`src/hdl/frb_pkg.sv`:
```
// Shared types and constants of the ring-buffer FIR filter.
`timescale 1ns / 1ps

package frb_pkg;

  localparam int ACC_W   = 40;
  localparam int OUT_W   = 16;
  localparam int SHIFT_W = 5;
  localparam int PADDR_W = 3;
  localparam int PDATA_W = 32;

  typedef enum logic {
    MODE_SAMPLE = 1'b0,
    MODE_COEF   = 1'b1
  } item_mode_e;

  typedef enum logic {
    REG_TAP_COUNT = 1'b0,
    REG_OUT_SHIFT = 1'b1
  } reg_idx_e;

  typedef enum logic [1:0] {
    ST_CLEAR,
    ST_IDLE,
    ST_RUN,
    ST_DRAIN
  } seq_state_e;

  typedef struct packed {
    logic ring_we;
    logic coef_we;
    logic rd_en;
  } mem_ctl_t;

  typedef struct packed {
    logic vld;
    logic first;
    logic last;
  } tap_ctl_t;

endpackage

```
`src/hdl/frb_out_if.sv`:
```
// Output channel: filtered samples with saturation flag.
`timescale 1ns / 1ps

interface frb_out_if;
  import frb_pkg::*;
  logic                    valid;
  logic                    ready;
  logic signed [OUT_W-1:0] filtered;
  logic                    saturated;

  modport source (output valid, output filtered, output saturated, input ready);
  modport sink   (input valid, input filtered, input saturated, output ready);
endinterface

```
`src/hdl/frb_mac.sv`:
```
// Multiply-accumulate pipeline, rounding, shift, saturation and output register.
`timescale 1ns / 1ps

module frb_mac #(
  parameter int SAMPLE_WIDTH = 16,
  parameter int COEF_WIDTH   = 16
) (
  input  logic                        clk_i,
  input  logic                        rst_ni,
  input  frb_pkg::tap_ctl_t           tap_i,
  input  logic [SAMPLE_WIDTH-1:0]     ring_rdata_i,
  input  logic [COEF_WIDTH-1:0]       coef_rdata_i,
  input  logic [frb_pkg::SHIFT_W-1:0] out_shift_i,
  output logic                        busy_o,
  frb_out_if.source                   out_o
);
  import frb_pkg::*;

  localparam int PW = SAMPLE_WIDTH + COEF_WIDTH;
  localparam int RW = ACC_W + 1;

  tap_ctl_t               c1_q, c2_q;
  logic                   done_q;
  logic                   rnd_vld_q;
  logic                   out_vld_q;
  logic signed [PW-1:0]   prod_q;
  logic signed [ACC_W-1:0] prod_ext;
  logic [ACC_W-1:0]       acc_q;
  logic signed [RW-1:0]   rnd_add;
  logic signed [RW-1:0]   rnd_q;
  logic signed [RW-1:0]   shifted;
  logic [RW-OUT_W:0]      upper;
  logic                   sat_hi, sat_lo;
  logic signed [OUT_W-1:0] filt_d, filt_q;
  logic                   sat_q;
  logic                   load;

  assign prod_ext = ACC_W'(prod_q);
  assign rnd_add  = (out_shift_i != '0) ? (RW'(1) << (out_shift_i - SHIFT_W'(1))) : '0;

  // Control pipeline tracks the read data one stage behind the memory.
  always_ff @(posedge clk_i or negedge rst_ni) begin
    if (!rst_ni) begin
      c1_q      <= '0;
      c2_q      <= '0;
      done_q    <= 1'b0;
      rnd_vld_q <= 1'b0;
      out_vld_q <= 1'b0;
    end else begin
      c1_q   <= tap_i;
      c2_q   <= c1_q;
      done_q <= c2_q.vld && c2_q.last;
      if (done_q) begin
        rnd_vld_q <= 1'b1;
      end else if (load) begin
        rnd_vld_q <= 1'b0;
      end
      if (load) begin
        out_vld_q <= 1'b1;
      end else if (out_o.ready) begin
        out_vld_q <= 1'b0;
      end
    end
  end

  always_ff @(posedge clk_i) begin
    if (c1_q.vld) begin
      prod_q <= $signed(coef_rdata_i) * $signed(ring_rdata_i);
    end
    if (c2_q.vld) begin
      acc_q <= c2_q.first ? prod_ext : acc_q + prod_ext;
    end
    if (done_q) begin
      rnd_q <= $signed({acc_q[ACC_W-1], acc_q}) + rnd_add;
    end
    if (load) begin
      filt_q <= filt_d;
      sat_q  <= sat_hi || sat_lo;
    end
  end

  // Clip when the bits above the output sign disagree with it.
  assign shifted = rnd_q >>> out_shift_i;
  assign upper   = shifted[RW-1:OUT_W-1];
  assign sat_hi  = !shifted[RW-1] && (|upper);
  assign sat_lo  = shifted[RW-1] && !(&upper);

  always_comb begin
    priority if (sat_hi) begin
      filt_d = {1'b0, {(OUT_W-1){1'b1}}};
    end else if (sat_lo) begin
      filt_d = {1'b1, {(OUT_W-1){1'b0}}};
    end else begin
      filt_d = shifted[OUT_W-1:0];
    end
  end

  assign load            = rnd_vld_q && (!out_vld_q || out_o.ready);
  assign busy_o          = c1_q.vld || c2_q.vld || done_q || rnd_vld_q;
  assign out_o.valid     = out_vld_q;
  assign out_o.filtered  = filt_q;
  assign out_o.saturated = sat_q;
endmodule

```
`src/flat_wrapper.sv`:
```
// flat-port wrapper written by rule: the top's interface ports become plain ports
module frb_mac_flat import frb_pkg::*;
#(
  parameter int SAMPLE_WIDTH = 16,
  parameter int COEF_WIDTH   = 16
)
  (clk_i, rst_ni, tap_i, ring_rdata_i, coef_rdata_i, out_shift_i, busy_o, out_o_valid, out_o_filtered, out_o_saturated, out_o_ready);
  frb_out_if out_o_i ();
  input  logic clk_i;
  input  logic rst_ni;
  input  frb_pkg::tap_ctl_t tap_i;
  input  logic [SAMPLE_WIDTH-1:0] ring_rdata_i;
  input  logic [COEF_WIDTH-1:0] coef_rdata_i;
  input  logic [frb_pkg::SHIFT_W-1:0] out_shift_i;
  output logic busy_o;
  output wire logic [$bits(out_o_i.valid)-1:0] out_o_valid;
  output wire logic [$bits(out_o_i.filtered)-1:0] out_o_filtered;
  output wire logic [$bits(out_o_i.saturated)-1:0] out_o_saturated;
  input wire logic [$bits(out_o_i.ready)-1:0] out_o_ready;
  assign out_o_valid = out_o_i.valid;
  assign out_o_filtered = out_o_i.filtered;
  assign out_o_saturated = out_o_i.saturated;
  assign out_o_i.ready = out_o_ready;
  frb_mac #(.SAMPLE_WIDTH(SAMPLE_WIDTH), .COEF_WIDTH(COEF_WIDTH)) u_core (.clk_i(clk_i), .rst_ni(rst_ni), .tap_i(tap_i), .ring_rdata_i(ring_rdata_i), .coef_rdata_i(coef_rdata_i), .out_shift_i(out_shift_i), .busy_o(busy_o), .out_o(out_o_i));
endmodule
```
`config.mk`:
```
export PLATFORM = sky130hd
export DESIGN_NAME = frb_mac_flat
export DESIGN_NICKNAME = d
export VERILOG_FILES = /design/src/hdl/frb_pkg.sv /design/src/hdl/frb_out_if.sv /design/src/hdl/frb_mac.sv /design/src/flat_wrapper.sv
export SDC_FILE = /design/constraint.sdc
export NUM_CORES = 1
export LEC_CHECK = 0
export ABC_AREA = 1
export BUFFER_PORTS_ARGS = -buffer_cell sky130_fd_sc_hd__buf_2
export CORE_MARGIN = 2
export CORE_UTILIZATION = 40
export CTS_BUF_LIST = sky130_fd_sc_hd__clkbuf_8
export CTS_CLUSTER_SIZE = 12
export DETAILED_ROUTE_END_ITERATION = 10
export PLACE_DENSITY = 0.55
export SETUP_SLACK_MARGIN = 0.2
export SYNTH_ARGS = -nofsm -noshare
export SYNTH_HDL_FRONTEND = slang
export SYNTH_SLANG_ARGS = --single-unit
```
`constraint.sdc`:
```
create_clock -name clk_i -period 3.3 [get_ports clk_i]
set_clock_uncertainty 0.2 [all_clocks]
set_input_delay 0.66 -clock clk_i [delete_from_list [all_inputs] [get_ports clk_i]]
set_output_delay 0.66 -clock clk_i [all_outputs]
set_load 0.05 [all_outputs]
```
* Yosys cells after proc, flatten, opt, wreduce, memory -nomap -nowiden
Cells that the tools add are included.
** Word-level totals
- Register bits after elaboration :: 139
- Latch bits :: 0
- RAM bits :: 0
- ROM bits :: 0
- Input port bits :: 43
- Output and inout bits :: 19
- Memories kept :: 0
** Cells by class
- Add/sub/neg operators :: 3
- $mul :: 1
- Divide/modulo/power cells :: 0
- Order comparisons :: 0
- Eq/ne operators :: 0
- Shifts and indexed selects :: 2
- Mux-type cells :: 7
- Bitwise operators :: 0
- Reductions and logical operators :: 17
** Operators by type and width (count)
- $add 40x41->41 :: 1
- $mux 41 :: 1
- $shl 1x5->41 const A :: 1
- $sshr 41x5->41 :: 1
- $add 40x40->40 :: 1
- $mux 40 :: 1
- $mul 16x16->32 :: 1
- $reduce_and 26->1 :: 1
- $reduce_or 26->1 :: 1
- $mux 16 :: 1
- $logic_or 1x1->1 :: 5
- $reduce_bool 5->1 :: 1
- $sub 5x1->5 const B :: 1
- $logic_and 1x1->1 :: 4
- $mux 1 :: 4
- $reduce_bool 2->1 :: 2
- $logic_not 1->1 :: 3

* Longest topological paths before layout
- Depth in word-level cells :: 5
- Gate-level depth with buffers :: 27

* Worst setup path after synthesis
OpenSTA, ideal clock, no wires.
- Path kind :: input-to-reg
- Start point :: in ring_rdata_i[5]
- End point :: reg u_core.prod_q[29], data pin
- Setup time :: 0.258 ns
- Arrival time :: 5.772 ns
- Path slack :: -2.930 ns
- Cell stages on the path :: 20
- Path buffers :: 2
- Cells stage by stage :: clkbuf_1 > clkbuf_1 > nand2_1 > fa_1 > inv_1 > fa_1 > fa_1 > fa_1 > fa_1 > inv_1 > fa_1 > inv_1 > ha_1 > nand2_1 > nor4_1 > nand3_1 > nand3_1 > nand3_1 > nand2_1 > xor2_1
** On the way
- Longest elaborated chain between the ends :: 1
** Ends and longest elaborated chain
- start: declaration :: RTL line flat_wrapper.sv:12 : input logic [SAMPLE_WIDTH-1:0] ring_rdata_i;
- $mul 16x16->32 :: RTL line frb_mac.sv:68 : prod_q <= $signed(coef_rdata_i) * $signed(ring_rdata_i);
- end signal: assignment :: RTL line frb_mac.sv:68
- end: declaration :: RTL line frb_mac.sv:26 : logic signed [PW-1:0] prod_q;
Every way passes these cells.
A chain may end at the register's enable or synchronous reset.

* Worst setup path after layout
- Start point :: in coef_rdata_i[7]
- End point :: reg u_core.prod_q[30], data pin
** On the way
- Longest elaborated chain between the ends :: 1
** Ends and longest elaborated chain
- start: declaration :: RTL line flat_wrapper.sv:13 : input logic [COEF_WIDTH-1:0] coef_rdata_i;
- $mul 16x16->32 :: RTL line frb_mac.sv:68
Every way passes these cells.

==> flow_metrics.tcl <==
set metrics [dict create \
    status "complete, but fails checks" \
    violations "setup timing" \
    grt_pass1_wl_um 113700 \
    cp-start-kind "input pin" \
    ys_seq_area_share_pct 18.62 \
    slew_viol_final 0 \
    grt.overflow.total 0 \
    rows 86 \
    ant_nets 0 \
    synth_top_area_share_pct 23.83 \
    crit_type "input pin to flop" \
    clock_latency_ns 0.51 \
    layout_min_cycle_time_ns 5.492 \
    start_util_pct 40.33 \
    die_area_mm2 0.05734 \
    cap_violations 0 \
    arrival_ns 5.56 \
    antenna_found_initial 0 \
    grtUsageTotal_pct 25.52 \
    vias 21130 \
    cts_tree "yes" \
    final.period_utilization_pct 166.4 \
    io_buffer_count 61 \
    synth.largest_area_cell "fa_1" \
    ctsHtreeMaxLevel 4 \
    clockRootBuffer "clkbuf_8" \
    netlist_area_mm2 0.02218 \
    dieWidth_um 239.5 \
    drt_drc_violations_left 0 \
    syn-mean-instance-area_um2 7.329 \
    clock_sinks 139 \
    required_ns 3.37 \
    worst_slew_pin_slew_ns 1.348 \
    dr.pass1.iters 5 \
    dr.first_iter.drc_count 1160 \
    finalSetupViolCount 36 \
    grt_start_max_net_pins 42 \
    fmax_mhz 182.1 \
    rsz0062_at_grt "true" \
    ys_seq_elements 139 \
    whs_ns 0.06571 \
    cts_buffer_depth 2 \
    finalWorstSetupSlack_ns -2.192 \
    area_growth_pct 34.14 \
    post-place-ws_ns -2.979 \
    relSlewSlack_pct 10.02 \
    place.gp.congestion 0.9795 \
    crit_fanout 5 \
    dpl.hpwl_um 59770 \
    synthCells 3026 \
    viasPerCell 5.021 \
    grt_pass1_vias 21750 \
    endpoint_kind "flop" \
    hold_path_class "input pin to flop" \
    wl_um 72510 \
    synth_cell_types 49 \
    syn_nets 3486 \
    wl_per_cell_um 17.23 \
    drive_gt1_share_pct 28.45 \
    synth_area_leaders "fa_1 (24%), edfxtp_1 (18%), nand2_1 (13%), inv_1 (10%), ha_1 (8.6%)" \
    clk_pin_slew_ns 0.09 \
    nFillCells 5187 \
    nets 3906 \
    pin_count 62 \
    die_h_um 239.5 \
    cts_inserted_buffers 17 \
    coreArea_mm2 0.05499 \
    synth-warning-count 0 \
    hold_violations 0 \
]
-- flip-flops by register name, indices dropped and copies added, names as in the netlist --
| signal | flops |
|---|---|
| u_core.out_o.saturated | 1 |
| u_core.prod_q | 32 |
| u_core.rnd_vld_q | 1 |
| u_core.done_q | 1 |
| u_core.rnd_q | 41 |
| u_core.c1_q | 3 |
| u_core.acc_q | 40 |
| u_core.out_o.filtered | 16 |
| u_core.c2_q | 3 |
| u_core.out_o.valid | 1 |
-- cell type report --
type | instances | area (um^2) | share of cell area [%]
Multi-Input combinational cell | 2176 | 17600 | 59.16
Inverter | 598 | 2267 | 7.621
Clock buffer | 19 | 261.5 | 0.8791
Clock inverter | 13 | 101.3 | 0.3407
Antenna cell | 1 | 2.502 | 0.008412
Tap cell | 748 | 935.9 | 3.146
Timing Repair Buffer | 514 | 4451 | 14.96
Sequential cell | 139 | 4129 | 13.88
-- stage by stage --
| stage | TNS, ns | instances | utilization [%] | instance area [um^2] |
|---|---|---|---|---|
| final | -48.38 | 4208 | 54.10 | 29750 |
| after global routing | -53.74 | 4207 | 54.10 | 29740 |
| after CTS | -46.84 | 4174 | 51.97 | 28570 |
| after floorplan | -55.92 | 3026 | - | 23510 |
| after detailed placement | -86.25 | 4095 | 48.47 | 26650 |
| after global placement | -83.95 | 4095 | 48.47 | 26650 |
-- cells in the final DEF (no fill, tap or decap), drive strengths merged, types with 5 or more instances in the layout --
cell type / instances
buf: 511
xnor2: 32
inv: 605
nand2: 788
clkbuf: 20
xor2: 48
dfrtp: 9
a21boi: 5
a31oi: 26
ha: 153
o22ai: 5
nor3: 25
nand3: 227
o21ai: 129
a21oi: 142
nor4: 12
a21o: 12
nor2: 216
or2: 26
nand4: 21
edfxtp: 130
fa: 264
o21a: 5
o21bai: 12
clkinv: 5
-- critical path: stages --
cell	delay [ns]
buf_12	0.10
buf_6	0.10
nand2_4	0.04
fa_1	0.54
inv_2	0.04
fa_1	0.49
inv_1	0.05
fa_1	0.49
inv_2	0.04
fa_1	0.49
fa_1	0.54
inv_1	0.05
fa_1	0.51
inv_2	0.05
ha_4	0.27
nand2_2	0.05
inv_2	0.06
nand2_2	0.07
nor3_4	0.22
nand4_1	0.17
nand3_2	0.17
a21oi_2	0.09
inv_2	0.07
a21oi_2	0.05
xor2_1	0.14
-- worst paths after layout --
kind / slack [ns] / startpoint / endpoint / depth (start not counted)
max reg2reg: 0.26 / u_core.prod_q[31] / u_core.acc_q[39] / 11
max in group asynchronous: 2.41 / rst_ni / u_core.c2_q[1] / 2
max: -2.19 / coef_rdata_i[7] / u_core.prod_q[30] / 25
min in group asynchronous: 0.32 / rst_ni / u_core.out_o.valid / 2
min: 0.07 / tap_i[2] / u_core.c1_q[2] / 1
min reg2reg: 0.16 / u_core.c1_q[1] / u_core.c2_q[1] / 0
-- Yosys cell counts (all sizes together) --
cell type    n
a31oi       26
o21a         5
nand3b       3
buf         28
o22ai        5
o211ai       4
a21o        12
a211oi       2
nand2b       1
clkbuf      85
a21boi       5
nor4        12
and3         1
o21ai      129
mux2i        2
o21bai      12
edfxtp     130
ha         153
a311oi       1
nand3      227
a22o         1
mux2         1
conb         1
o221ai       4
and2         1
a221oi       2
fa         264
o31ai        1
a31o         1
xor2        48
xnor2       32
nor3        25
a22oi        2
inv        597
a21oi      142
nor2       216
nand2      788
clkinv       1
dfrtp        9
nand4       21
or2         26
-- kinds of logic (layout without fill, tap and decap cells) --
kind of cell               after synthesis  in the layout  synth area share, %
DFF                                    139            139                18.62
xor gates and xnor gates                80             80                3.160
muxes                                    3              3               0.1411
adders and majority gates              417            417                32.46
and+or+nand+nor                       1321           1321                24.58
AOI/OAI and AO/OA                      354            354                8.802
buffers and inverters                  711           1144                12.22
other                                    1              2              0.01691
-- metal layers --
metal	vias to the layer above	part of all wire (%)	global-route usage, %	wire length, um
met5	-	0	0	0
met4	0	4.7	11.52	3394
met3	152	3.3	1.867	2383
met2	549	51	46.91	37190
met1	10110	41	30.38	29530
li1	10320	-	-	-
-- timing repair --
action	4_1_cts	5_1_grt
hold endpoints to repair	9	0
gates cloned	2	0
gates resized for setup	320	223
hold buffers	1	0
setup endpoints to repair	59	73
pin swaps	144	133
setup buffers	44	33
Power is left out: the tool's default activity adds up to more than one toggle a clock period on the data nets, which glitch-free logic cannot reach.
