<file path="config.mk">
export PLATFORM = sky130hd
export DESIGN_NAME = frb_seq_flat
export DESIGN_NICKNAME = d
export VERILOG_FILES = /design/src/hdl/frb_pkg.sv /design/src/hdl/frb_in_if.sv /design/src/hdl/frb_seq.sv /design/src/flat_wrapper.sv
export SDC_FILE = /design/constraint.sdc
export NUM_CORES = 1
export LEC_CHECK = 0
export ABC_AREA = 1
export BUFFER_PORTS_ARGS = -buffer_cell sky130_fd_sc_hd__clkbuf_2
export CAP_MARGIN = 0
export CELL_PAD_IN_SITES_DETAIL_PLACEMENT = 1
export CELL_PAD_IN_SITES_GLOBAL_PLACEMENT = 1
export CORE_ASPECT_RATIO = 1.5
export CORE_MARGIN = 5
export CORE_UTILIZATION = 34
export DETAILED_ROUTE_END_ITERATION = 10
export GPL_ROUTABILITY_DRIVEN = 0
export PLACE_DENSITY_LB_ADDON = 0.1
export SYNTH_ARGS = -nofsm -noshare
export SYNTH_HDL_FRONTEND = slang
export SYNTH_SLANG_ARGS = --single-unit
</file>
<file path="constraint.sdc">
create_clock -name clk_i -period 3.7 [get_ports clk_i]
set_input_delay 0.74 -clock clk_i [delete_from_list [all_inputs] [get_ports clk_i]]
set_output_delay 0.74 -clock clk_i [all_outputs]
set_load 0.02 [all_outputs]
</file>
<file path="src/hdl/frb_pkg.sv">
// Shared types and constants of the ring-buffer FIR filter.
`timescale 1ns / 1ps

package frb_pkg;

  localparam int ACC_W   = 40;
  localparam int OUT_W   = 16;
  localparam int SHIFT_W = 5;
  localparam int PADDR_W = 3;
  localparam int PDATA_W = 32;

  typedef enum logic {
    MODE_SAMPLE = 1'b0,
    MODE_COEF   = 1'b1
  } item_mode_e;

  typedef enum logic {
    REG_TAP_COUNT = 1'b0,
    REG_OUT_SHIFT = 1'b1
  } reg_idx_e;

  typedef enum logic [1:0] {
    ST_CLEAR,
    ST_IDLE,
    ST_RUN,
    ST_DRAIN
  } seq_state_e;

  typedef struct packed {
    logic ring_we;
    logic coef_we;
    logic rd_en;
  } mem_ctl_t;

  typedef struct packed {
    logic vld;
    logic first;
    logic last;
  } tap_ctl_t;

endpackage

</file>
<file path="src/hdl/frb_in_if.sv">
// Input channel: sample items and coefficient writes.
`timescale 1ns / 1ps

interface frb_in_if #(
  parameter int SAMPLE_WIDTH = 16,
  parameter int COEF_WIDTH   = 16,
  parameter int IDX_W        = 8
);
  logic                           valid;
  logic                           ready;
  logic                           mode;
  logic signed [SAMPLE_WIDTH-1:0] sample;
  logic        [IDX_W-1:0]        coef_index;
  logic signed [COEF_WIDTH-1:0]   coef_value;

  modport source (output valid, output mode, output sample, output coef_index,
                  output coef_value, input ready);
  modport sink   (input valid, input mode, input sample, input coef_index,
                  input coef_value, output ready);
endinterface

</file>
<file path="src/hdl/frb_seq.sv">
// Sequencer: clearing pass, item intake, tap address walk and drain wait.
`timescale 1ns / 1ps

module frb_seq #(
  parameter int  MAX_TAPS     = 256,
  parameter int  SAMPLE_WIDTH = 16,
  parameter int  COEF_WIDTH   = 16,
  localparam int AW           = $clog2(MAX_TAPS),
  localparam int TW           = $clog2(MAX_TAPS + 1)
) (
  input  logic                    clk_i,
  input  logic                    rst_ni,
  frb_in_if.sink                  in_i,
  input  logic [TW-1:0]           tap_count_i,
  input  logic                    dp_busy_i,
  output frb_pkg::mem_ctl_t       mem_o,
  output frb_pkg::tap_ctl_t       tap_o,
  output logic [AW-1:0]           ring_waddr_o,
  output logic [SAMPLE_WIDTH-1:0] ring_wdata_o,
  output logic [AW-1:0]           coef_waddr_o,
  output logic [COEF_WIDTH-1:0]   coef_wdata_o,
  output logic [AW-1:0]           ring_raddr_o,
  output logic [AW-1:0]           coef_raddr_o
);
  import frb_pkg::*;

  seq_state_e    state_q, state_d;
  logic [AW-1:0] clr_q, clr_d;
  logic [AW-1:0] wp_q, wp_d;
  logic [AW-1:0] k_q, k_d;
  logic [AW-1:0] j_q, j_d;

  logic [TW-1:0] taps_eff;
  logic [TW-1:0] taps_m1;
  logic [TW-1:0] pos_inc;
  logic [AW-1:0] pos;
  logic [AW-1:0] wp_next;
  logic          tap_last;

  // Zero taps act as one, anything above the store depth is clipped.
  always_comb begin
    priority if (tap_count_i == '0) begin
      taps_eff = TW'(1);
    end else if (tap_count_i > TW'(MAX_TAPS)) begin
      taps_eff = TW'(MAX_TAPS);
    end else begin
      taps_eff = tap_count_i;
    end
  end

  assign taps_m1  = taps_eff - TW'(1);
  // Restart the ring when the tap count was lowered to or below the position.
  assign pos      = (TW'(wp_q) >= taps_eff) ? '0 : wp_q;
  assign pos_inc  = TW'(pos) + TW'(1);
  assign wp_next  = (pos_inc == taps_eff) ? '0 : pos_inc[AW-1:0];
  assign tap_last = (TW'(k_q) == taps_m1);

  assign in_i.ready   = (state_q == ST_IDLE);
  assign ring_raddr_o = j_q;
  assign coef_raddr_o = k_q;

  always_ff @(posedge clk_i or negedge rst_ni) begin
    if (!rst_ni) begin
      state_q <= ST_CLEAR;
      clr_q   <= '0;
      wp_q    <= '0;
      k_q     <= '0;
      j_q     <= '0;
    end else begin
      state_q <= state_d;
      clr_q   <= clr_d;
      wp_q    <= wp_d;
      k_q     <= k_d;
      j_q     <= j_d;
    end
  end

  always_comb begin
    state_d      = state_q;
    clr_d        = clr_q;
    wp_d         = wp_q;
    k_d          = k_q;
    j_d          = j_q;
    mem_o        = '0;
    tap_o        = '0;
    ring_waddr_o = clr_q;
    ring_wdata_o = '0;
    coef_waddr_o = clr_q;
    coef_wdata_o = '0;

    unique case (state_q)
      ST_CLEAR: begin
        mem_o.ring_we = 1'b1;
        mem_o.coef_we = 1'b1;
        clr_d         = clr_q + AW'(1);
        if (clr_q == AW'(MAX_TAPS - 1)) begin
          state_d = ST_IDLE;
        end
      end
      ST_IDLE: begin
        if (in_i.valid) begin
          if (in_i.mode == MODE_COEF) begin
            // Drop writes beyond the store depth.
            mem_o.coef_we = (TW'(in_i.coef_index) < TW'(MAX_TAPS));
            coef_waddr_o  = in_i.coef_index;
            coef_wdata_o  = in_i.coef_value;
          end else begin
            mem_o.ring_we = 1'b1;
            ring_waddr_o  = pos;
            ring_wdata_o  = in_i.sample;
            j_d           = pos;
            k_d           = '0;
            wp_d          = wp_next;
            state_d       = ST_RUN;
          end
        end
      end
      ST_RUN: begin
        mem_o.rd_en = 1'b1;
        tap_o.vld   = 1'b1;
        tap_o.first = (k_q == '0);
        tap_o.last  = tap_last;
        k_d         = k_q + AW'(1);
        j_d         = (j_q == '0) ? taps_m1[AW-1:0] : j_q - AW'(1);
        if (tap_last) begin
          state_d = ST_DRAIN;
        end
      end
      ST_DRAIN: begin
        if (!dp_busy_i) begin
          state_d = ST_IDLE;
        end
      end
      default: state_d = ST_IDLE;
    endcase
  end
endmodule

</file>
<file path="src/flat_wrapper.sv">
// flat-port wrapper written by rule: the top's interface ports become plain ports
module frb_seq_flat import frb_pkg::*;
#(
  parameter int  MAX_TAPS     = 256,
  parameter int  SAMPLE_WIDTH = 16,
  parameter int  COEF_WIDTH   = 16,
  localparam int AW           = $clog2(MAX_TAPS),
  localparam int TW           = $clog2(MAX_TAPS + 1)
)
  (clk_i, rst_ni, tap_count_i, dp_busy_i, mem_o, tap_o, ring_waddr_o, ring_wdata_o, coef_waddr_o, coef_wdata_o, ring_raddr_o, coef_raddr_o, in_i_valid, in_i_mode, in_i_sample, in_i_coef_index, in_i_coef_value, in_i_ready);
  frb_in_if #(.SAMPLE_WIDTH(SAMPLE_WIDTH), .COEF_WIDTH(COEF_WIDTH)) in_i_i ();
  input  logic clk_i;
  input  logic rst_ni;
  input  logic [TW-1:0] tap_count_i;
  input  logic dp_busy_i;
  output frb_pkg::mem_ctl_t mem_o;
  output frb_pkg::tap_ctl_t tap_o;
  output logic [AW-1:0] ring_waddr_o;
  output logic [SAMPLE_WIDTH-1:0] ring_wdata_o;
  output logic [AW-1:0] coef_waddr_o;
  output logic [COEF_WIDTH-1:0] coef_wdata_o;
  output logic [AW-1:0] ring_raddr_o;
  output logic [AW-1:0] coef_raddr_o;
  input wire logic [$bits(in_i_i.valid)-1:0] in_i_valid;
  input wire logic [$bits(in_i_i.mode)-1:0] in_i_mode;
  input wire logic [$bits(in_i_i.sample)-1:0] in_i_sample;
  input wire logic [$bits(in_i_i.coef_index)-1:0] in_i_coef_index;
  input wire logic [$bits(in_i_i.coef_value)-1:0] in_i_coef_value;
  output wire logic [$bits(in_i_i.ready)-1:0] in_i_ready;
  assign in_i_i.valid = in_i_valid;
  assign in_i_i.mode = in_i_mode;
  assign in_i_i.sample = in_i_sample;
  assign in_i_i.coef_index = in_i_coef_index;
  assign in_i_i.coef_value = in_i_coef_value;
  assign in_i_ready = in_i_i.ready;
  frb_seq #(.MAX_TAPS(MAX_TAPS), .SAMPLE_WIDTH(SAMPLE_WIDTH), .COEF_WIDTH(COEF_WIDTH)) u_core (.clk_i(clk_i), .rst_ni(rst_ni), .in_i(in_i_i), .tap_count_i(tap_count_i), .dp_busy_i(dp_busy_i), .mem_o(mem_o), .tap_o(tap_o), .ring_waddr_o(ring_waddr_o), .ring_wdata_o(ring_wdata_o), .coef_waddr_o(coef_waddr_o), .coef_wdata_o(coef_wdata_o), .ring_raddr_o(ring_raddr_o), .coef_raddr_o(coef_raddr_o));
endmodule
</file>
After elaboration in Yosys (flattened, before gate mapping)
Cells that the tools add are included.
Widths: inputs -> output; s select.
{ "op_classes": {"muxes": 35, "mul": 0, "n_bitwise": 1, "order_cmp": 2, "n_reduce_logical": 8, "n_eq_ne": 11, "n_addsub": 5, "div": 0, "shifts": 0} }
{ "op_table": {"columns": ["cell", "n"], "rows": [
  ["$mux 8", 13],
  ["$mux 16", 6],
  ["$pmux 8 s2", 2],
  ["$mux 9", 2],
  ["$add 8x1->8 const B", 2],
  ["$logic_not 8->1", 2],
  ["$mux 2", 6],
  ["$add 8x1->9 const B", 1],
  ["$eq 8x9->1", 1],
  ["$eq 9x9->1", 1],
  ["$ge 8x9->1", 1],
  ["$gt 9x9->1 const B", 1],
  ["$logic_not 9->1", 1],
  ["$sub 9x1->9 const B", 1],
  ["$eq 8x8->1 const B", 1],
  ["$pmux 2 s4", 1],
  ["$sub 8x1->8 const B", 1],
  ["$ne 2x2->1 const B", 3],
  ["$reduce_and 3->1", 2],
  ["$reduce_and 5->1", 1],
  ["$eq 2x2->1 const B", 2],
  ["$ne 2x1->1 const B", 2],
  ["$pmux 2 s2", 1],
  ["$mux 1", 3],
  ["other kinds (5)", 5]
]} }
{ "word_totals": {"mem_bits_rw": 0, "input_bits": 54, "latch_bits": 0, "mem_count": 0, "romBits": 0, "ff_bits": 34} }

Logic depth before layout (Yosys ltp)
{ "depth": {"depth_word": 8, "mapped_depth": 25, "mapped_depth_nobuf": 25} }

Worst setup path after synthesis
No wires, ideal clock.
{ "synth_path": {"path_type": "input -> output", "start": "input port tap_count_i[8]", "end": "output port ring_waddr_o[7]", "path_buffers": 1, "required_time_ns": 2.960, "t_arrival_ns": 2.521, "path_stages": 13, "slack_ns": 0.439, "path_cell_list": "inv_2 buf_4 nand2_1 ha_1 nand2_1 nand2_1 nand2_1 nand2_2 clkinv_1 nand2_1 nor2_4 nand2_1 o21ai_0"} }
{ "synth_via": {"elab_chain_len": 8} }
{ "synth_rtl": {"columns": ["element", "line", "source"], "rows": [
  ["start: declaration", "flat_wrapper.sv:14", "input logic [TW-1:0] tap_count_i;"],
  ["$gt 9x9->1", "frb_seq.sv:44", "end else if (tap_count_i > TW'(MAX_TAPS)) begin"],
  ["$mux 9", "frb_seq.sv:44", null],
  ["$mux 9 (*)", "frb_seq.sv:42", "priority if (tap_count_i == '0) begin"],
  ["$ge 8x9->1 (*)", "frb_seq.sv:53", "assign pos = (TW'(wp_q) >= taps_eff) ? '0 : wp_q;"],
  ["$mux 8 (*)", "frb_seq.sv:53", null],
  ["$mux 8 (*)", "frb_seq.sv:102", "if (in_i.mode == MODE_COEF) begin"],
  ["$mux 8 (*)", "frb_seq.sv:101", "if (in_i.valid) begin"],
  ["$mux 8 (*)", "frb_seq.sv:91", "unique case (state_q)"],
  ["end: declaration", "flat_wrapper.sv:18", "output logic [AW-1:0] ring_waddr_o;"]
]} }
Every way passes the cells marked *; elsewhere a longest branch is shown, timed or not.

==> impl_metrics.yaml <==
floorplan:
  initial_core_util: 0.347
  rows: 44
  fp.dieW_um: 91.0
  die_area_um2: 12000
  die_h_um: 131
  core_area_um2: 9630
  pin_count: 125
timing:
  fmax_ghz: 0.290
  setup_violations: 0
  finalClockSkew_ps: 5.34
  relSlewSlack: 0.350
  layout_min_cycle_time_ps: 3450
  tightest_slew_ps: 976
  period_share: 0.932
  tns_ps: 0
  finalHoldViolations: 0
  slew_violations: 0
  rsz0062_at_grt: "false"
yosys:
  synth.yosys.seq_area_share: 0.254
  yosysUniqueCellTypes: 36
  yosys.cell_count.top_type: "nand2_1"
  async_flop_share: 1.00
  synth_fp_nets: 620
  syn_inst: 546
  ys.flop_type: "dfrtp_1"
  yosysWarnings: 0
  synth_common_cells: "nand2_1 (140), inv_1 (93), nor2_1 (83), dfrtp_1 (34), a21oi_1 (32)"
  yosysTopAreaCell: "dfrtp_1"
  synth_edf_count: 0
  synth_top_area_frac: 0.254
  netlist_top_cells_area: "dfrtp_1 (25%), nand2_1 (16%), inv_1 (10%), nor2_1 (9.3%), ha_1 (7.5%)"
  syn_area_um2: 3350
  avgSynthCellArea_um2: 6.13
  synth_seq_cells: 34
global_route:
  antenna_found_initial: 0
  grt_pass1_vias: 4345
  use_met2: 0.387
  grt_max_degree: 45
  track_usage: 0.210
  use_met3: 0.0418
  top_usage_layer: "met2"
  use_met1: 0.229
  grt_pass1_wl_mm: 20.9
  grt.overflow.total: 0
detailed_routing:
  ant_nets: 0
  vias: 4036
  routed_wl_mm: 12.4
  firstDrtPassIters: 4
  drc_errors: 0
  drt_iter0_markers: 100
  via_per_inst: 5.00
  wl_per_cell_um: 15.4
finish:
  drive_gt1_frac: 0.266
  finalNetCount: 766
  multi_input_area_um2: 2080
  final_cells: 807
  regArea_um2: 851
  antenna_cells: 0
  nFillCells: 1371
  final_core_util: 0.460
  synthToLayoutAreaGrowth_pct: 32.5
clocking:
  tritoncts: "done"
  cts.clk_slew.worst_paths_ps: 50
  htree_levels: 2
  numCtsBuffers: 5
  cts_sinks: 34
  clk_path_buf_depth: 2
  cts_hold_buf: 0
  clk_latency_ps: 280
  cts-root-buf: "clkbuf_16"
setup_path:
  crit_start: "tap_count_i[6]"
  path_class: "primary input to output port"
  reg2reg_from: "u_core.wp_q[6]"
  required_ps: 2960
  arrival_ps: 2710
  crit_path_end_kind: "output port"
  path_max_fanout: 3
  start_kind: "primary input"
pwr:
  fin_total_pwr_w: 0.00274
  vdd_ir_drop_max_uv: 289
  swShare: 0.517
  net-switching-power_w: 0.00142
  combPwrFrac: 0.603
  share_seq_of_total_power: 0.249
  power.internal_w: 0.00132
  cellLeakagePower_nw: 2.62
  clock_power_share: 0.148
  power_density_nw_per_um2: 617
placement:
  place_inst: 800
  dp_hpwl_mm: 10.3
  port_buffers: 124
outcome:
  status: "finished, final reports clean"
min_path:
  min-delay-start: "u_core.clr_q[0]"
  hold_class: "register to register"
run:
  cap_viol_max_count: 0
what timing repair did:
item	in CTS	in global routing
endpoints found under the setup margin	0	9
gates resized for setup	0	6
setup buffers	0	0
worst paths after layout:
kind                                               end  slack, ps  depth (start not counted)
min in group asynchronous               u_core.wp_q[0]        580                          1
worst max register to register          u_core.wp_q[7]        760                         22
worst min-delay path                   u_core.clr_q[0]        510                          1
worst max-delay path                          tap_o[0]        250                         17
max in group asynchronous       u_core.ring_raddr_o[1]       2560                          1
worst min register to register         u_core.clr_q[0]        510                          1
cell families after synthesis:
group / Yosys count / share of synthesized area
flip-flops: 34 / 0.254
XOR/XNOR: 17 / 0.0509
adder cells (fa/ha/maj): 20 / 0.0748
buffers and inverters: 113 / 0.129
multiplexers: 1 / 0.00337
AO/OA/AOI/OAI: 66 / 0.105
AND/OR/NAND/NOR: 295 / 0.383
registers in the layout, indices dropped and copies added, names as in the netlist:
signal and count:
u_core.ring_raddr_o 8, u_core.wp_q 8, u_core.state_q 2, u_core.coef_raddr_o 8
u_core.clr_q 8
per-layer routing:
| layer | share of wire | up-vias |
|---|---|---|
| met5 | 0 | - |
| met4 | 0.034 | 0 |
| met3 | 0.055 | 27 |
| met2 | 0.52 | 124 |
| met1 | 0.39 | 1892 |
| li1 | - | 1993 |
layout make-up:
| class | instances | share of cell area |
|---|---|---|
| timing repair buffer | 153 | 0.192 |
| tap | 115 | 0.0325 |
| clock buffer | 7 | 0.0299 |
| inverter | 99 | 0.0844 |
| sequential | 34 | 0.192 |
| multi-input combinational | 399 | 0.469 |
power groups by stage:
stage	Clock, W	Combinational [W]	Sequential (W)
after floorplan	0	0.00103	0.000706
after global placement	0	0.00161	0.000680
after detailed placement	0	0.00165	0.000686
after CTS	0.000415	0.00167	0.000681
after global routing	0.000430	0.00187	0.000703
final	0.000406	0.00165	0.000681
stage by stage:
step                      hold slack [ps]  setup slack, ps  instance area (µm²)
after floorplan                       444              439                 3350
after global placement                502              146                 4280
after detailed placement              510             9.18                 4280
after CTS                             521              169                 4410
after global routing                  532             7.19                 4430
final                                 513              250                 4430
worst max-delay path: stages:
cell and delay (ps):
clkbuf_2 90, inv_1 50, nand3_1 70, nor2_1 50
o21ai_1 210, ha_1 230, nand2_1 100, nor2_4 130
nand3_2 120, o21ai_0 170, nand2_1 80, inv_1 60
nand4_1 90, nor2_1 100, nand2_1 90, nor2_1 120
clkbuf_2 190
cells in the final DEF (no fill, tap or decap), types with 20 or more instances in the layout:
master	instances
clkbuf_2	124
nand2_1	140
o21ai_0	25
dfrtp_1	34
nand3_1	31
inv_1	93
a21oi_1	31
ha_1	20
nor2_1	83
buf_4	28
No activity file was read; power rests on OpenSTA's default activity.
