===== src/hdl/frb_pkg.sv =====
// Shared types and constants of the ring-buffer FIR filter.
`timescale 1ns / 1ps

package frb_pkg;

  localparam int ACC_W   = 40;
  localparam int OUT_W   = 16;
  localparam int SHIFT_W = 5;
  localparam int PADDR_W = 3;
  localparam int PDATA_W = 32;

  typedef enum logic {
    MODE_SAMPLE = 1'b0,
    MODE_COEF   = 1'b1
  } item_mode_e;

  typedef enum logic {
    REG_TAP_COUNT = 1'b0,
    REG_OUT_SHIFT = 1'b1
  } reg_idx_e;

  typedef enum logic [1:0] {
    ST_CLEAR,
    ST_IDLE,
    ST_RUN,
    ST_DRAIN
  } seq_state_e;

  typedef struct packed {
    logic ring_we;
    logic coef_we;
    logic rd_en;
  } mem_ctl_t;

  typedef struct packed {
    logic vld;
    logic first;
    logic last;
  } tap_ctl_t;

endpackage


===== src/hdl/frb_regs.sv =====
// APB configuration registers: tap count and output shift.
`timescale 1ns / 1ps

module frb_regs #(
  parameter int  MAX_TAPS = 256,
  localparam int TW       = $clog2(MAX_TAPS + 1)
) (
  input  logic                          clk_i,
  input  logic                          rst_ni,
  input  logic                          psel,
  input  logic                          penable,
  input  logic                          pwrite,
  input  logic [frb_pkg::PADDR_W-1:0]   paddr,
  input  logic [frb_pkg::PDATA_W-1:0]   pwdata,
  output logic [frb_pkg::PDATA_W-1:0]   prdata,
  output logic                          pready,
  output logic [TW-1:0]                 tap_count_o,
  output logic [frb_pkg::SHIFT_W-1:0]   out_shift_o
);
  import frb_pkg::*;

  logic [TW-1:0]      tap_count_q;
  logic [SHIFT_W-1:0] out_shift_q;
  logic               wr_en;
  reg_idx_e           reg_idx;

  assign pready  = 1'b1;
  assign wr_en   = psel && penable && pwrite;
  assign reg_idx = reg_idx_e'(paddr[2]);

  always_ff @(posedge clk_i or negedge rst_ni) begin
    if (!rst_ni) begin
      tap_count_q <= TW'(MAX_TAPS);
      out_shift_q <= SHIFT_W'(15);
    end else if (wr_en) begin
      unique case (reg_idx)
        REG_TAP_COUNT: tap_count_q <= pwdata[TW-1:0];
        REG_OUT_SHIFT: out_shift_q <= pwdata[SHIFT_W-1:0];
      endcase
    end
  end

  always_comb begin
    unique case (reg_idx)
      REG_TAP_COUNT: prdata = PDATA_W'(tap_count_q);
      REG_OUT_SHIFT: prdata = PDATA_W'(out_shift_q);
    endcase
  end

  assign tap_count_o = tap_count_q;
  assign out_shift_o = out_shift_q;
endmodule


===== config.mk =====
export PLATFORM = sky130hd
export DESIGN_NAME = frb_regs
export DESIGN_NICKNAME = d
export VERILOG_FILES = /design/src/hdl/frb_pkg.sv /design/src/hdl/frb_regs.sv
export SDC_FILE = /design/constraint.sdc
export NUM_CORES = 1
export LEC_CHECK = 0
export CAP_MARGIN = 20
export CELL_PAD_IN_SITES_DETAIL_PLACEMENT = 1
export CELL_PAD_IN_SITES_GLOBAL_PLACEMENT = 2
export CORE_MARGIN = 2
export CORE_UTILIZATION = 25
export CTS_CLUSTER_DIAMETER = 80
export DETAILED_ROUTE_END_ITERATION = 8
export DONT_BUFFER_PORTS = 1
export HOLD_SLACK_MARGIN = 0.06
export PLACE_DENSITY_LB_ADDON = 0.1
export REMOVE_ABC_BUFFERS = 1
export SLEW_MARGIN = 10
export SYNTH_ARGS = -nofsm -noshare
export SYNTH_HDL_FRONTEND = slang
export SYNTH_SLANG_ARGS = --single-unit

===== constraint.sdc =====
create_clock -name clk_i -period 1.4 [get_ports clk_i]
set_input_delay 0.07 -clock clk_i [delete_from_list [all_inputs] [get_ports clk_i]]
set_output_delay 0.07 -clock clk_i [all_outputs]
set_load 0.05 [all_outputs]

# Word level (Yosys, flattened, before mapping)

Cells that the tools add are included.

Register bits after elaboration: 14
Input port bits: 40
Word-level logic and storage cells: 8

Mux-type cells: 1
Bitwise operators: 1
Reduce and logical (&&, ||, !) cells: 4

Operators by type and width:

| cell              | number |
|---|---|
| $pmux 32 s2       | 1 |
| $reduce_and 2->1  | 2 |
| $logic_and 1x1->1 | 2 |
| $not 1->1         | 1 |

# Longest topological paths before layout

Gate-level depths: netlist of run 1.

Depth after elaboration: 3
Mapped depth: 3

# Least setup slack after synthesis of run 1

OpenSTA, ideal clock, no wires.

Kind: flip-flop to output port
Start: register tap_count_q[8] (netlist: tap_count_o[8])
End: output prdata[8] (netlist bit)
Data arrival time: 1.442 ns
Required time: 1.330 ns
Slack: -0.112 ns
Cell stages (with the launch flop): 2
Cells stage by stage: dfstp_2 -> nor2b_1

Longest elaborated chain between the ends: 1

RTL lines:

| item                     | line           | RTL |
|---|---|---|
| start: declaration       | frb_regs.sv:22 | `logic [TW-1:0] tap_count_q;` |
| start signal: assignment | frb_regs.sv:33 | `tap_count_q <= TW'(MAX_TAPS);` |
| start signal: assignment | frb_regs.sv:37 | `REG_TAP_COUNT: tap_count_q <= pwdata[TW-1:0];` |
| $pmux 32 s2              | frb_regs.sv:44 | `unique case (reg_idx)` |
| end: declaration         | frb_regs.sv:15 | `output logic [frb_pkg::PDATA_W-1:0] prdata,` |

Every way passes these cells. The select of a mux whose other input is x is not followed.

==> results of run 1 <==
## metal layers
metal  part of all wire, %  track usage [%]
met5                     0                0
met4                     0            0.912
met3                    14             5.80
met2                    49             16.1
met1                    37             10.0
## sequential cells by signal (all words and copies together) (netlist names)
name and cells:
tap_count_o 9, out_shift_o 5
## worst register-to-register path, stage by stage (launching register included)
cell and delay (ps):
dfstp_2 550, mux2_2 130, dlygate4sd3_1 540
## cell families (layout without fill, tap and decap cells)
logic type | after synthesis | count (layout) | share of synthesized area (%)
muxes | 19 | 19 | 25.6
DFF | 14 | 14 | 42.7
buffers and inverters | 25 | 35 | 22.5
and+or+nand+nor | 6 | 6 | 8.38
other | 2 | 24 | 0.899
## synth_stat cells (all sizes together)
master	instances
nor2b	4
nand4	1
nand4b	1
conb	2
mux2	19
dfrtp	9
buf	25
dfstp	5
## stage by stage
stage | cell area [µm²] | TNS [ps]
2_1_floorplan | 731 | -320
3_3_place_gp | 921 | 0
3_5_place_dp | 921 | 0
4_1_cts | 1080 | 0
5_1_grt | 1080 | 0
6_report | 1080 | 0
## power breakdown
| part | total (mW) | switching, mW | leakage, nW | internal [mW] |
|---|---|---|---|---|
| clock network | 0.238 | 0.128 | 0.0150 | 0.110 |
| logic | 1.03 | 0.755 | 0.328 | 0.272 |
| registers | 0.573 | 0.0562 | 0.161 | 0.517 |
| total | 1.84 | 0.939 | 0.503 | 0.899 |
## layout by cell type (no fill, tap or decap), drive strengths merged
cell type    netlist  layout
nand4b             1       1
nor2b              4       4
dfrtp              9       9
conb               2      24
mux2              19      19
clkbuf             0       4
nand4              1       1
dfstp              5       5
dlygate4sd3        0      13
buf               25      18
## repair_timing
item,4_1_cts,5_1_grt
hold buffers,13,0
endpoints found under the hold margin,28,0
gates resized for setup,0,0
## final cells by class
class | count | area [µm²] | share of cell area, %
multi-input cells | 49 | 374 | 34.7
flip-flops and latches | 14 | 357 | 33.1
repair buffers | 31 | 265 | 24.6
well taps | 44 | 55.1 | 5.11
clock buffers | 4 | 26.3 | 2.44
## worst max-delay path by stage
stage | from | endpoint | slack [ps] | cells past startpoint
3_3_place_gp | out_shift_o[1]$_DFFE_PN1P_ | out_shift_o[1]$_DFFE_PN1P_ | 460 | 2
2_1_floorplan | tap_count_o[8]$_DFFE_PN1P_ | prdata[8] | -110 | 1
5_1_grt | out_shift_o[3]$_DFFE_PN1P_ | out_shift_o[3]$_DFFE_PN1P_ | 80 | 2
6_report | out_shift_o[3]$_DFFE_PN1P_ | out_shift_o[3]$_DFFE_PN1P_ | 130 | 2
3_5_place_dp | out_shift_o[1]$_DFFE_PN1P_ | out_shift_o[1]$_DFFE_PN1P_ | 460 | 2
4_1_cts | out_shift_o[3]$_DFFE_PN1P_ | out_shift_o[3]$_DFFE_PN1P_ | 120 | 2
==> results.py, run 1 <==
metrics = {
    "run_status": {
        "outcome": "finished, final reports clean",
    },
    "synthesis": {
        "synthCells": 66,
        "syn_area_um2": 836,
        "synth_largest_area_cell": "dfrtp_1",
        "yosysWarnings": 0,
        "avgSynthCellArea_um2": 12.7,
        "synthDistinctLibCells": 8,
        "synthTopCellsByArea": "dfrtp_1, mux2_2, buf_4",
        "yosysSeqAreaShare_pct": 42.7,
        "synth_seq_cells": 14,
        "synth_top_cell_area_share_pct": 26.9,
    },
    "worst_setup_path": {
        "cp_max_fo": 3,
        "timing.rr.end": "out_shift_o[3]$_DFFE_PN1P_",
        "cp_cell_sequence": "mux2_2 -> dlygate4sd3_1",
        "reg2reg_depth": 2,
        "cp.required_ps": 1620,
        "max_stage_delay_ps": 550,
        "cp-start-kind": "flop",
        "endpoint_kind": "flop",
        "critPathBufInv": 1,
        "setup.reg_to_reg.worst_slack_ps": 130,
        "cp_top_family": "flip-flops",
        "crit_type": "flop to flop",
        "arrival_ps": 1490,
        "r2r-start": "out_shift_o[3]$_DFFE_PN1P_",
        "cpMaxStageDelayCell": "dfstp_2",
    },
    "global_route": {
        "antenna_found_initial": 0,
        "globalRouteOverflowTotal": 0,
        "grt_pass1_vias": 511,
        "grt_pass1_wl_um": 2480,
        "grt_usage_pct": 9.29,
        "grt_max_degree": 15,
    },
    "placed_design": {
        "port-buffer-count": 0,
        "gp_congestion": 0.637,
        "dp_hpwl_um": 1220,
        "dp_cells": 125,
        "dp_slack_ps": 456,
    },
    "flow_run": {
        "cap_violations": 0,
    },
    "min_path": {
        "hp-start": "penable",
        "min_path_type": "input pin to flop",
        "holdPathEnd": "tap_count_o[0]$_DFFE_PN0P_",
        "min_path_cells": 2,
    },
    "sta": {
        "finalCriticalPeriod_ps": 1270,
        "hold_ws_ps": 141,
        "drv_slew": 0,
        "rsz0062_at_grt": "no",
        "finClkSkew_ps": 0,
        "finalHoldViolations": 0,
        "finalSetupViolations": 0,
        "setup_slack_ps": 126,
        "tightest_slew_ps": 649,
        "relSlewSlack_pct": 56.6,
        "finalCritPeriodShare_pct": 91.0,
        "fmax_mhz": 785,
    },
    "cts": {
        "clkTransAtPathRegs_ps": 80,
        "cts_buffer_depth": 2,
        "numCtsBuffers": 3,
        "cts_sinks": 14,
        "cts_tree": "yes",
        "htree_num_levels": 1,
        "cts-root-buf": "clkbuf_4",
        "clock_latency_ps": 270,
        "post_cts_buffers": 0,
    },
    "detailed_routing": {
        "wire_per_inst_um": 12.0,
        "antenna_left": 0,
        "drc": 0,
        "vias": 527,
        "vias_per_cell": 3.71,
        "first_pass_iters": 4,
        "drt-initial-drc-count": 1,
        "wirelength_um": 1700,
    },
    "cells_and_area": {
        "final_cells": 142,
        "finalNetCount": 139,
        "fillers": 352,
        "drive_above_1_share_pct": 48.0,
        "syn2layout_area_growth_pct": 28.9,
        "utilization_pct": 34.4,
        "diodes": 0,
    },
    "floorplan": {
        "die-height_um": 61.8,
        "die_area_um2": 3820,
        "fp-row-count": 20,
        "die_x_um": 61.8,
        "io_pins": 87,
        "start_util_pct": 26.7,
        "coreArea_um2": 3130,
    },
    "power": {
        "power.density_nw_per_um2": 1710,
        "ir_drop_mv": 0.570,
        "fin_total_pwr_mw": 1.84,
        "leakagePower_nw": 0.503,
    },
}
(Power assumes the default switching activity.)
==> inputs of run 2 (changes only) <==
==> constraint.sdc (replaced) <==
create_clock -name clk_i -period 1.4 [get_ports clk_i]
set_input_delay 0.07 -clock clk_i [delete_from_list [all_inputs] [get_ports clk_i]]
set_output_delay 0.07 -clock clk_i [all_outputs]
set_load 0.005 [all_outputs]
==> run 2 against run 1 <==
  * Die area unchanged
  * Count of clock-buffer cells in the layout unchanged
  * Fmax increased by 18%
  * Critical path depth decreased by 1
  * Core utilization decreased by 5.3 points
  * Wire length decreased by 4.9%
  * Via count decreased by 14%
==> results.py, run 2 (synthesized netlist as in run 1, its figures left out) <==
metrics = {
    "placed_design": {
        "dp_slack_ps": 586,
        "gp_congestion": 0.618,
        "placed_cell_area_um2": 786,
        "port-buffer-count": 0,
        "dp_cells": 107,
    },
    "detailed_routing": {
        "wl_met3_um": 250,
        "wire_per_inst_um": 13.4,
        "antenna_left": 0,
        "wl_met1_um": 629,
        "top_layer": "met3",
        "drt-initial-drc-count": 2,
        "vias": 453,
        "dr_wl_met2_um": 736,
        "wirelength_um": 1620,
        "drc": 0,
        "first_pass_iters": 2,
        "vias_per_cell": 3.74,
    },
    "floorplan": {
        "start_util_pct": 26.7,
        "io_pins": 87,
        "die_x_um": 61.8,
        "die-height_um": 61.8,
        "coreArea_um2": 3130,
        "fp-row-count": 20,
        "die_area_um2": 3820,
    },
    "cts": {
        "cts-root-buf": "clkbuf_4",
        "clkTransAtPathRegs_ps": 80,
        "clock_latency_ps": 280,
        "htree_num_levels": 1,
        "cts_sinks": 14,
        "post_cts_buffers": 0,
        "cts_buffer_depth": 2,
        "cts_tree": "yes",
        "post_cts_resized": 0,
        "cts_hold_buf": 10,
        "numCtsBuffers": 3,
    },
    "cells_and_area": {
        "finalNetCount": 118,
        "final_cells": 121,
        "mostFrequentLayoutCell": "conb_1",
        "utilization_pct": 29.2,
        "drive_above_1_share_pct": 37.7,
        "fillers": 350,
        "largest_reg_flops": 9,
        "seq_area_um2": 357,
        "diodes": 0,
        "final_cell_area_um2": 912,
        "final_cell_mix": "conb_1, mux2_2, dlygate4sd3_1, dfrtp_1, dfstp_2",
        "syn2layout_area_growth_pct": 9.13,
        "multi_input_area_um2": 374,
    },
    "worst_setup_path": {
        "endpoint_kind": "output port",
        "cp.required_ps": 1330,
        "cp_num_cells": 1,
        "cpMaxStageDelayCell": "dfstp_2",
        "crit_type": "flop to output port",
        "cp_top_family": "flip-flops",
        "r2r-start": "tap_count_o[2]$_DFFE_PN0P_",
        "cp-start-kind": "flop",
        "timing.rr.end": "tap_count_o[2]$_DFFE_PN0P_",
        "critPathBufInv": 0,
        "setup.reg_to_reg.worst_slack_ps": 610,
        "arrival_ps": 1010,
        "cp_max_fo": 3,
        "cp_cell_sequence": "mux2_2",
        "max_stage_delay_ps": 570,
        "reg2reg_depth": 1,
    },
    "sta": {
        "setup_tns_ps": 0,
        "finalCriticalPeriod_ps": 1080,
        "relSlewSlack_pct": 56.5,
        "rsz0062_at_grt": "no",
        "setup_slack_ps": 324,
        "drv_slew": 0,
        "finalCritPeriodShare_pct": 76.9,
        "fmax_mhz": 929,
        "hold_ws_ps": 61.6,
        "finalHoldViolations": 0,
        "finalSetupViolations": 0,
        "tightest_slew_ps": 651,
        "finClkSkew_ps": 0,
    },
    "global_route": {
        "grt_pass1_vias": 447,
        "grt_max_degree": 15,
        "globalRouteOverflowTotal": 0,
        "grt_pass1_wl_um": 2270,
        "grt_usage_pct": 8.83,
        "antenna_found_initial": 0,
    },
    "min_path": {
        "hp-start": "paddr[2]",
        "min_path_type": "input pin to flop",
        "holdPathEnd": "out_shift_o[1]$_DFFE_PN1P_",
        "min_path_cells": 2,
    },
    "power": {
        "switchingPower_mw": 0.296,
        "p_comb_share_pct": 19.5,
        "power.density_nw_per_um2": 1150,
        "leakagePower_nw": 0.406,
        "power_frac_clock_pct": 23.1,
        "fin_total_pwr_mw": 1.05,
        "ir_drop_mv": 0.353,
        "seq_power_share_pct": 57.4,
        "internal_power_mw": 0.755,
        "switching_share_pct": 28.1,
    },
    "run_status": {
        "outcome": "finished, final reports clean",
    },
    "flow_run": {
        "cap_violations": 0,
    },
}
## run 2: changes by cell type in the layout (fill, tap and decap cells not counted), sizes merged
cell / change
buf: -18
dlygate4sd3: -3
## run 2: layer usage
layer	track usage, %	vias to the layer above
li1	-	193
met1	9.91	218
met2	13.5	42
met3	6.63	0
met4	1.82	0
met5	0	-
## run 2: how the worst max path moves through the flow
stage                          startpoint                          to  slack, ps
2_1_floorplan  tap_count_o[0]$_DFFE_PN0P_  tap_count_o[0]$_DFFE_PN0P_        650
3_3_place_gp                     paddr[2]  tap_count_o[6]$_DFFE_PN0P_        580
3_5_place_dp                     paddr[2]  tap_count_o[5]$_DFFE_PN0P_        590
4_1_cts        out_shift_o[2]$_DFFE_PN1P_                   prdata[2]        290
5_1_grt        tap_count_o[8]$_DFFE_PN1P_                   prdata[8]        230
6_report       out_shift_o[3]$_DFFE_PN1P_                   prdata[3]        320
## run 2: power groups by stage
stage          logic, mW  registers, mW  clock network, mW
2_1_floorplan      0.159          0.586                  0
3_3_place_gp       0.172          0.614                  0
3_5_place_dp       0.174          0.616                  0
4_1_cts            0.207          0.608              0.261
5_1_grt            0.233          0.623              0.279
6_report           0.205          0.603              0.243
## run 2: area by class of cell
| type | instances | area share [%] |
|---|---|---|
| repair buffers | 10 | 11.0 |
| clock buffers | 4 | 2.88 |
| multi-input cells | 49 | 41.0 |
| flip-flops and latches | 14 | 39.1 |
| well taps | 44 | 6.04 |
==> inputs of run 3 (changes only) <==
Clock period 1.4 ns to 1.07 ns, I/O delays scaled along.
==> run 3 against run 2 <==
  * Worst hold slack better by 3.7 ps
  * Die area unchanged
  * First-iteration DRC count rose to 3.0 times the previous value
  * Register-to-register slack worse by 340 ps
  * Core utilization up 1.0 points
  * Critical endpoint unchanged
  * Largest power group unchanged
==> results.py, run 3 (synthesized netlist as in run 1, its figures left out) <==
metrics = {
    "sta": {
        "rsz0062_at_grt": "yes",
        "drv_slew": 0,
        "finClkSkew_ps": 0,
        "tightest_slew_ps": 648,
        "relSlewSlack_pct": 56.7,
        "hold_ws_ps": 65.3,
        "finalCriticalPeriod_ps": 1050,
        "finalSetupViolations": 0,
        "setup_slack_ps": 16.2,
        "finalCritPeriodShare_pct": 98.5,
        "finalHoldViolations": 0,
        "fmax_mhz": 949,
    },
    "min_path": {
        "min_path_type": "input pin to flop",
        "min_path_cells": 2,
        "hp-start": "penable",
        "holdPathEnd": "out_shift_o[1]$_DFFE_PN1P_",
    },
    "worst_setup_path": {
        "reg2reg_depth": 1,
        "cp-start-kind": "flop",
        "max_stage_delay_ps": 570,
        "r2r-start": "tap_count_o[2]$_DFFE_PN0P_",
        "critPathBufInv": 0,
        "cp_cell_sequence": "mux2_4",
        "endpoint_kind": "output port",
        "arrival_ps": 1000,
        "cpMaxStageDelayCell": "dfstp_2",
        "cp_max_fo": 3,
        "cp_top_family": "flip-flops",
        "cp.required_ps": 1020,
        "timing.rr.end": "tap_count_o[2]$_DFFE_PN0P_",
        "setup.reg_to_reg.worst_slack_ps": 270,
        "crit_type": "flop to output port",
    },
    "cells_and_area": {
        "syn2layout_area_growth_pct": 13.0,
        "fillers": 346,
        "mostFrequentLayoutCell": "conb_1",
        "drive_above_1_share_pct": 38.5,
        "diodes": 0,
        "final_cell_mix": "conb_1, mux2_2, dlygate4sd3_1, dfrtp_1, dfstp_2",
        "largest_reg_flops": 9,
        "finalNetCount": 119,
    },
    "detailed_routing": {
        "first_pass_iters": 2,
        "drc": 0,
        "vias": 454,
        "drt-initial-drc-count": 6,
        "vias_per_cell": 3.72,
        "wire_per_inst_um": 13.4,
        "wirelength_um": 1640,
        "antenna_left": 0,
    },
    "placed_design": {
        "port-buffer-count": 0,
        "dp_slack_ps": 272,
        "gp_congestion": 0.618,
    },
    "cts": {
        "clock_latency_ps": 280,
        "cts-root-buf": "clkbuf_4",
        "htree_num_levels": 1,
        "clkTransAtPathRegs_ps": 80,
        "cts_sinks": 14,
        "cts_tree": "yes",
        "cts_buffer_depth": 2,
        "numCtsBuffers": 3,
    },
    "floorplan": {
        "io_pins": 87,
        "die-height_um": 61.8,
        "coreArea_um2": 3130,
        "die_x_um": 61.8,
        "die_area_um2": 3820,
        "fp-row-count": 20,
        "start_util_pct": 26.7,
    },
    "global_route": {
        "grt_max_degree": 15,
        "antenna_found_initial": 0,
        "grt_pass1_wl_um": 2290,
        "met2_usage_pct": 13.5,
        "busiest_layer": "met2",
        "met1_usage_pct": 10.4,
        "grt_use_met3_pct": 6.63,
        "grt_usage_pct": 9.00,
        "globalRouteOverflowTotal": 0,
        "grt_pass1_vias": 444,
    },
    "power": {
        "leakagePower_nw": 0.431,
        "power.density_nw_per_um2": 1490,
        "ir_drop_mv": 0.464,
    },
    "run_status": {
        "outcome": "finished, final reports clean",
    },
    "flow_run": {
        "cap_violations": 0,
    },
}
-- run 3: what timing repair did --
action                     4_1_cts  5_1_grt
pin swaps                        0        0
hold endpoints to repair        28        0
buffers inserted                 0        0
resized for setup                3        3
hold buffers                    11        0
setup endpoints to repair        3        6
-- run 3: metrics by stage --
stage          cells  setup TNS (ps)  total power [mW]  cell area [µm²]  utilization, %
2_1_floorplan     63               0             0.974              731               -
3_3_place_gp     107               0              1.03              786            25.1
3_5_place_dp     107               0              1.03              786            25.1
4_1_cts          122           -10.8              1.43              933            29.8
5_1_grt          122            -139              1.52              945            30.2
6_report         122               0              1.41              945            30.2
-- run 3: worst max-delay path by stage --
stage / endpoint / cells past startpoint / start / slack (ps)
after floorplan: tap_count_o[0]$_DFFE_PN0P_ / 1 / tap_count_o[0]$_DFFE_PN0P_ / 320
after global placement: tap_count_o[6]$_DFFE_PN0P_ / 2 / paddr[2] / 270
after detailed placement: tap_count_o[5]$_DFFE_PN0P_ / 2 / paddr[2] / 270
after CTS: prdata[2] / 1 / out_shift_o[2]$_DFFE_PN1P_ / -8
after global routing: prdata[2] / 1 / out_shift_o[2]$_DFFE_PN1P_ / -40
final: prdata[3] / 1 / out_shift_o[3]$_DFFE_PN1P_ / 20
-- run 3: layer usage --
metal	up-vias	part of all wire (%)
met4	0	0
met1	217	37
met3	0	16
met2	42	46
li1	195	-
met5	-	0
-- run 3: area by class of cell --
type                    count  area (µm²)  share of cell area [%]
flip-flops and latches     14         357                    37.7
well taps                  44        55.1                    5.83
repair buffers             11         110                    11.7
multi-input cells          49         397                    42.0
clock buffers               4        26.3                    2.78
-- run 3: where the power goes --
| group | total (mW) | internal, mW | leakage (nW) | switching [mW] |
|---|---|---|---|---|
| logic | 0.299 | 0.195 | 0.255 | 0.105 |
| clock network | 0.318 | 0.145 | 0.0150 | 0.173 |
| registers | 0.792 | 0.679 | 0.161 | 0.114 |
